[config.mk]
export PLATFORM = sky130hd
export DESIGN_NAME = cdim_seglen
export DESIGN_NICKNAME = d
export VERILOG_FILES = /design/src/design/cdim_seglen.sv
export SDC_FILE = /design/constraint.sdc
export NUM_CORES = 2
export LEC_CHECK = 0
export BUFFER_PORTS_ARGS = -buffer_cell sky130_fd_sc_hd__buf_2
export CAP_MARGIN = 30
export CELL_PAD_IN_SITES_DETAIL_PLACEMENT = 0
export CELL_PAD_IN_SITES_GLOBAL_PLACEMENT = 1
export CORE_MARGIN = 10
export CORE_UTILIZATION = 30
export CTS_CLUSTER_DIAMETER = 150
export DETAILED_ROUTE_END_ITERATION = 8
export GPL_ROUTABILITY_DRIVEN = 0
export PLACE_DENSITY = 0.64
export SLEW_MARGIN = 20
export SYNTH_ARGS = -nofsm -noshare
export SYNTH_HDL_FRONTEND = slang
export SYNTH_SLANG_ARGS = --single-unit
[constraint.sdc]
create_clock -name clk -period 16.92 [get_ports clk]
set_input_delay 0 -clock clk [delete_from_list [all_inputs] [get_ports clk]]
set_output_delay 0 -clock clk [all_outputs]
set_load 0.01 [all_outputs]
[src/design/cdim_seglen.sv]
// ----------------------------------------------------------------------------
// cdim_seglen
// Segment length floor(sqrt(dx^2 + dy^2)): one shared multiplier for the two
// squares, then a radix-2 digit-by-digit square root, one digit a cycle.
// ----------------------------------------------------------------------------
`default_nettype none

module cdim_seglen (
  input  wire logic        clk,
  input  wire logic        rst_n,
  input  wire logic        start,
  input  wire logic [27:0] dx,
  input  wire logic [27:0] dy,
  output logic             done,
  output logic [28:0]      root
);

  localparam logic [2:0] SG_IDLE = 3'd0;
  localparam logic [2:0] SG_MX   = 3'd1;
  localparam logic [2:0] SG_MY   = 3'd2;
  localparam logic [2:0] SG_ADD  = 3'd3;
  localparam logic [2:0] SG_ROOT = 3'd4;

  logic [2:0]  st_r, st_nxt;
  logic [27:0] dx_r, dx_nxt, dy_r, dy_nxt;
  logic [55:0] prod_r, prod_nxt;
  logic [57:0] rad_r, rad_nxt;
  logic [31:0] rem_r, rem_nxt;
  logic [28:0] root_r, root_nxt;
  logic [4:0]  cnt_r, cnt_nxt;
  logic        done_r, done_nxt;

  logic [27:0] mul_op;
  logic [55:0] mul_p;
  logic [31:0] rem_sh, trial, diff;

  assign mul_op = (st_r == SG_MX) ? dx_r : dy_r;
  assign mul_p  = {28'b0, mul_op} * {28'b0, mul_op};
  assign rem_sh = {rem_r[29:0], rad_r[57:56]};
  assign trial  = {1'b0, root_r, 2'b01};
  assign diff   = rem_sh - trial;

  always_comb begin
    st_nxt   = st_r;
    dx_nxt   = dx_r;
    dy_nxt   = dy_r;
    prod_nxt = prod_r;
    rad_nxt  = rad_r;
    rem_nxt  = rem_r;
    root_nxt = root_r;
    cnt_nxt  = cnt_r;
    done_nxt = 1'b0;
    unique case (st_r)
      SG_IDLE: begin
        if (start) begin
          dx_nxt = dx;
          dy_nxt = dy;
          st_nxt = SG_MX;
        end
      end
      SG_MX: begin
        prod_nxt = mul_p;
        st_nxt   = SG_MY;
      end
      SG_MY: begin
        rad_nxt  = {2'b00, prod_r};
        prod_nxt = mul_p;
        st_nxt   = SG_ADD;
      end
      SG_ADD: begin
        rad_nxt  = rad_r + {2'b00, prod_r};
        rem_nxt  = '0;
        root_nxt = '0;
        cnt_nxt  = '0;
        st_nxt   = SG_ROOT;
      end
      SG_ROOT: begin
        if (rem_sh >= trial) begin
          rem_nxt  = diff;
          root_nxt = {root_r[27:0], 1'b1};
        end else begin
          rem_nxt  = rem_sh;
          root_nxt = {root_r[27:0], 1'b0};
        end
        rad_nxt = {rad_r[55:0], 2'b00};
        cnt_nxt = cnt_r + 5'd1;
        if (cnt_r == 5'd28) begin
          done_nxt = 1'b1;
          st_nxt   = SG_IDLE;
        end
      end
      default: st_nxt = SG_IDLE;
    endcase
  end

  always_ff @(posedge clk) begin
    if (!rst_n) begin
      st_r   <= SG_IDLE;
      done_r <= 1'b0;
    end else begin
      st_r   <= st_nxt;
      done_r <= done_nxt;
    end
    dx_r   <= dx_nxt;
    dy_r   <= dy_nxt;
    prod_r <= prod_nxt;
    rad_r  <= rad_nxt;
    rem_r  <= rem_nxt;
    root_r <= root_nxt;
    cnt_r  <= cnt_nxt;
  end

  assign done = done_r;
  assign root = root_r;

endmodule

`default_nettype wire

==> summary.txt <==
Run status
  • Status: completed

Clock network
  • H-tree level count: 1
  • Max Root-Sink Buffers: 3
  • Post-CTS sizing: 0
  • # clock sinks: 237
  • CTS root buf: clkbuf_16
  • CTS tree: done
  • Worst skew pair latency: 0.61 ns
  • CTS Buf Count: 29
  • Clock-pin slew on the worst setup and hold paths: approximately 0.060 ns

Hold path
  • HP Class: input port to flip-flop

STA
  • Post-layout min period: between 9 and 10 ns
  • # setup viols final: 0
  • Slew HR: roughly two fifths
  • Clock Skew: around 0.032 ns
  • Tightest Pin Transition: 0.888 ns
  • Unrepaired setup endpoints after global routing: false
  • Period utilization: a little under three fifths
  • Final hold violation count: 0
  • Max-slew violation count: 0
  • Max Freq: roughly 0.10 GHz
  • Setup TNS: 0 ns

Route
  • Routed Antenna Nets: 0
  • Initial DRT Pass Iterations: 5
  • Initial drt markers: about 1,500
  • Residual DRC: 0
  • Via count: around 26,000
  • Detailed-route wire length: 100,000 µm
  • Post-DR vias/cell: between 4 and 5
  • Mean routed wirelength per cell: between 15 and 20 µm

Global routing
  • Met1 Resource Use GR: a little over a fifth
  • Total grt overflow: 0
  • Number of antenna violations at the first check in global routing: 0
  • Largest net degree at the start of global routing: between 60 and 70
  • All-layer global routing usage: between 10% and 20%
  • Met2 GRT Util: 24.5%
  • Gr busiest metal: met2
  • First-pass GRT wire length: around 160,000 µm
  • Met3 Use GR: under 10%
  • Number of global-route vias before repair: between 20,000 and 30,000

Logic synthesis
  • Share of flip-flops with an asynchronous set or reset: 0%
  • Prevailing post-synth register cell: edfxtp_1
  • Synth Register Bits: 237
  • Mean Syn Cell Area: 9.55 µm²
  • Synth Cell Area: around 36,000 µm²
  • Distinct cells, synth: 76
  • EDFF count, synth: 233
  • Top-area cell type share of the netlist area: 33.6%
  • Post-synth net total: 4,710
  • Post-Syn Instances: ~3,800
  • Largest area contributor in the netlist: fa_1
  • Post-synthesis sequential area ratio: roughly 20%
  • Synth warn: 0
  • Synth top area cells: fa_1 (34%), edfxtp_1 (20%), ha_1 (10%)

Placed design
  • Port bufs: 88
  • DP HPWL: 78,200 µm

Cells and area
  • Final nets: approximately 4,800
  • Ant. Diodes: 0
  • Area grow syn2layout: 10.3%
  • Layout cells sized above 1: approximately 5.7%

Floorplanning
  • Die Ht: roughly 370 µm
  • Core Box Area: 118,000 µm²
  • Die width: roughly 370 µm
  • Initial Util: a little under a third
  • Ports: 89
  • Die area: between 100,000 and 150,000 µm²
  • FP Rows: 126

Setup path
  • Max FO, Critical Path: 34
  • Crit path kind: flip-flop to flip-flop
  • Worst Setup Start Kind: flip-flop
  • CP required: between 15 and 20 ns
  • CP arrival: 10.10 ns
  • FF-to-FF setup slack: 7.29 ns
  • Setup crit end kind: flip-flop

Run
  • Max_cap viols: 0
==> metrics by stage <==
| step | instance area (µm²) | hold slack [ns] | worst slack [ns] | util, % | cells |
|---|---|---|---|---|---|
| finish | 39500 | 0.119 | 7.29 | 33.4 | 5389 |
| global route | 39500 | 0.104 | 6.93 | 33.4 | 5389 |
| CTS | 39500 | 0.0758 | 7.35 | 33.4 | 5388 |
| detailed placement | 38000 | 0.178 | 7.39 | 32.1 | 5275 |
| global placement | 38000 | 0.177 | 7.54 | 32.1 | 5274 |
| floorplan | 35800 | 0.0989 | 8.69 | - | 3753 |
==> layer usage <==
layer / up-vias / wire, µm
met2: 603 / 45100
li1: 12100 / -
met3: 117 / 5180
met4: 0 / 2400
met1: 12900 / 47800
met5: - / 0
==> layout by cell type, fill, tap and decap left out, types with 10 or more instances in the layout <==
cell type,synthesis,layout
a211oi_1,18,18
a21o_1,89,89
a21oi_1,146,146
a22oi_1,55,55
a31oi_1,21,21
and3_1,20,20
buf_2,4,88
buf_4,0,25
clkbuf_16,0,29
dlygate4sd3_1,0,59
edfxtp_1,233,233
fa_1,601,601
ha_1,297,297
inv_1,884,884
inv_2,16,16
mux2_2,21,21
mux2i_1,36,28
nand2_1,303,302
nand2b_1,10,10
nand3_1,31,31
nand4_1,30,30
nor2_1,318,316
nor3_1,26,26
o211ai_1,11,11
o21a_1,21,21
o21ai_0,56,55
o21ai_1,75,75
o21bai_1,25,25
o31ai_1,12,12
xnor2_1,85,85
xor2_1,58,58
==> sequential cells by signal, summed over array words and instances, names as in the netlist, 3 cells and up <==
signal and count:
dx_r 28, st_r 3, rad_r 58, cnt_r 5
rem_r 30, prod_r 55, dy_r 28, root 29
==> kinds of logic (layout without fill, tap and decap cells) <==
| group | after synthesis | after routing | share of synthesized area (%) |
|---|---|---|---|
| AO/OA/AOI/OAI | 594 | 594 | 10.8 |
| XOR/XNOR | 143 | 143 | 3.50 |
| flip-flops | 237 | 237 | 19.8 |
| AND/OR/NAND/NOR | 795 | 795 | 9.49 |
| adder cells (fa/ha/maj) | 898 | 898 | 44.0 |
| buffers and inverters | 1029 | 1129 | 10.8 |
| multiplexers | 57 | 57 | 1.67 |
==> cells in the mapped netlist, drive strengths merged (4+ instances only) <==
cell and n:
or3 6, nand2 303, clkbuf 111, a221oi 6
a41oi 4, a221o 4, nand2b 10, o41ai 4
o21ai 131, inv 900, o311ai 4, a211oi 19
ha 297, and3 20, mux2 21, and2 8
nor2 318, o21bai 25, a21oi 147, fa 601
and4 5, nor2b 8, or2 6, o31ai 12
a211o 6, nor3 26, xnor2 85, dfxtp 4
a311oi 5, buf 17, o21a 21, a31oi 21
a22oi 55, nand4 30, a21boi 9, xor2 58
nor3b 8, edfxtp 233, a21o 89, o211ai 11
nand3 31, mux2i 36
==> layout make-up <==
class,count,area (µm²)
timing repair buffer,174,1230
sequential,237,7080
clock inverter,19,188
inverter,901,3380
multi-input combinational,2487,25000
fill,12300,78700
tap,1536,1920
clock buffer,35,748
==> timing repair <==
item | in CTS | in global routing
hold endpoints to repair | 60 | 0
buffers inserted | 0 | 0
hold buffers | 59 | 0
==> path summary, 6_finish.rpt <==
path / startpoint / end / cells after the start
worst max-delay path: st_r[2] / prod_r[55] / 26
worst min-delay path: dy[13] / dy_r[13] / 2
worst max register to register: st_r[2] / prod_r[55] / 26
worst min register to register: prod_r[0] / rad_r[0] / 1
==> critical path: stages, from the launching register on <==
cell and delay, ns:
dfxtp_1 0.46, nor3b_2 0.23, buf_4 0.53, mux2_2 0.66, clkinv_1 0.61, nor2_1 0.41, fa_1 0.49, fa_1 0.43
fa_1 0.55, inv_1 0.05, fa_1 0.50, inv_1 0.05, fa_1 0.45, ha_1 0.29, inv_1 0.05, fa_1 0.47
inv_1 0.04, ha_1 0.33, a21o_1 0.20, a21oi_1 0.31, a21oi_1 0.11, nor3_1 0.58, a21oi_1 0.32, o31ai_1 0.44
a21oi_1 0.25, or4_1 0.51, nand3_1 0.09
Power is left out: the tool's default activity adds up to more than one toggle a clock period on the data nets, which glitch-free logic cannot reach.
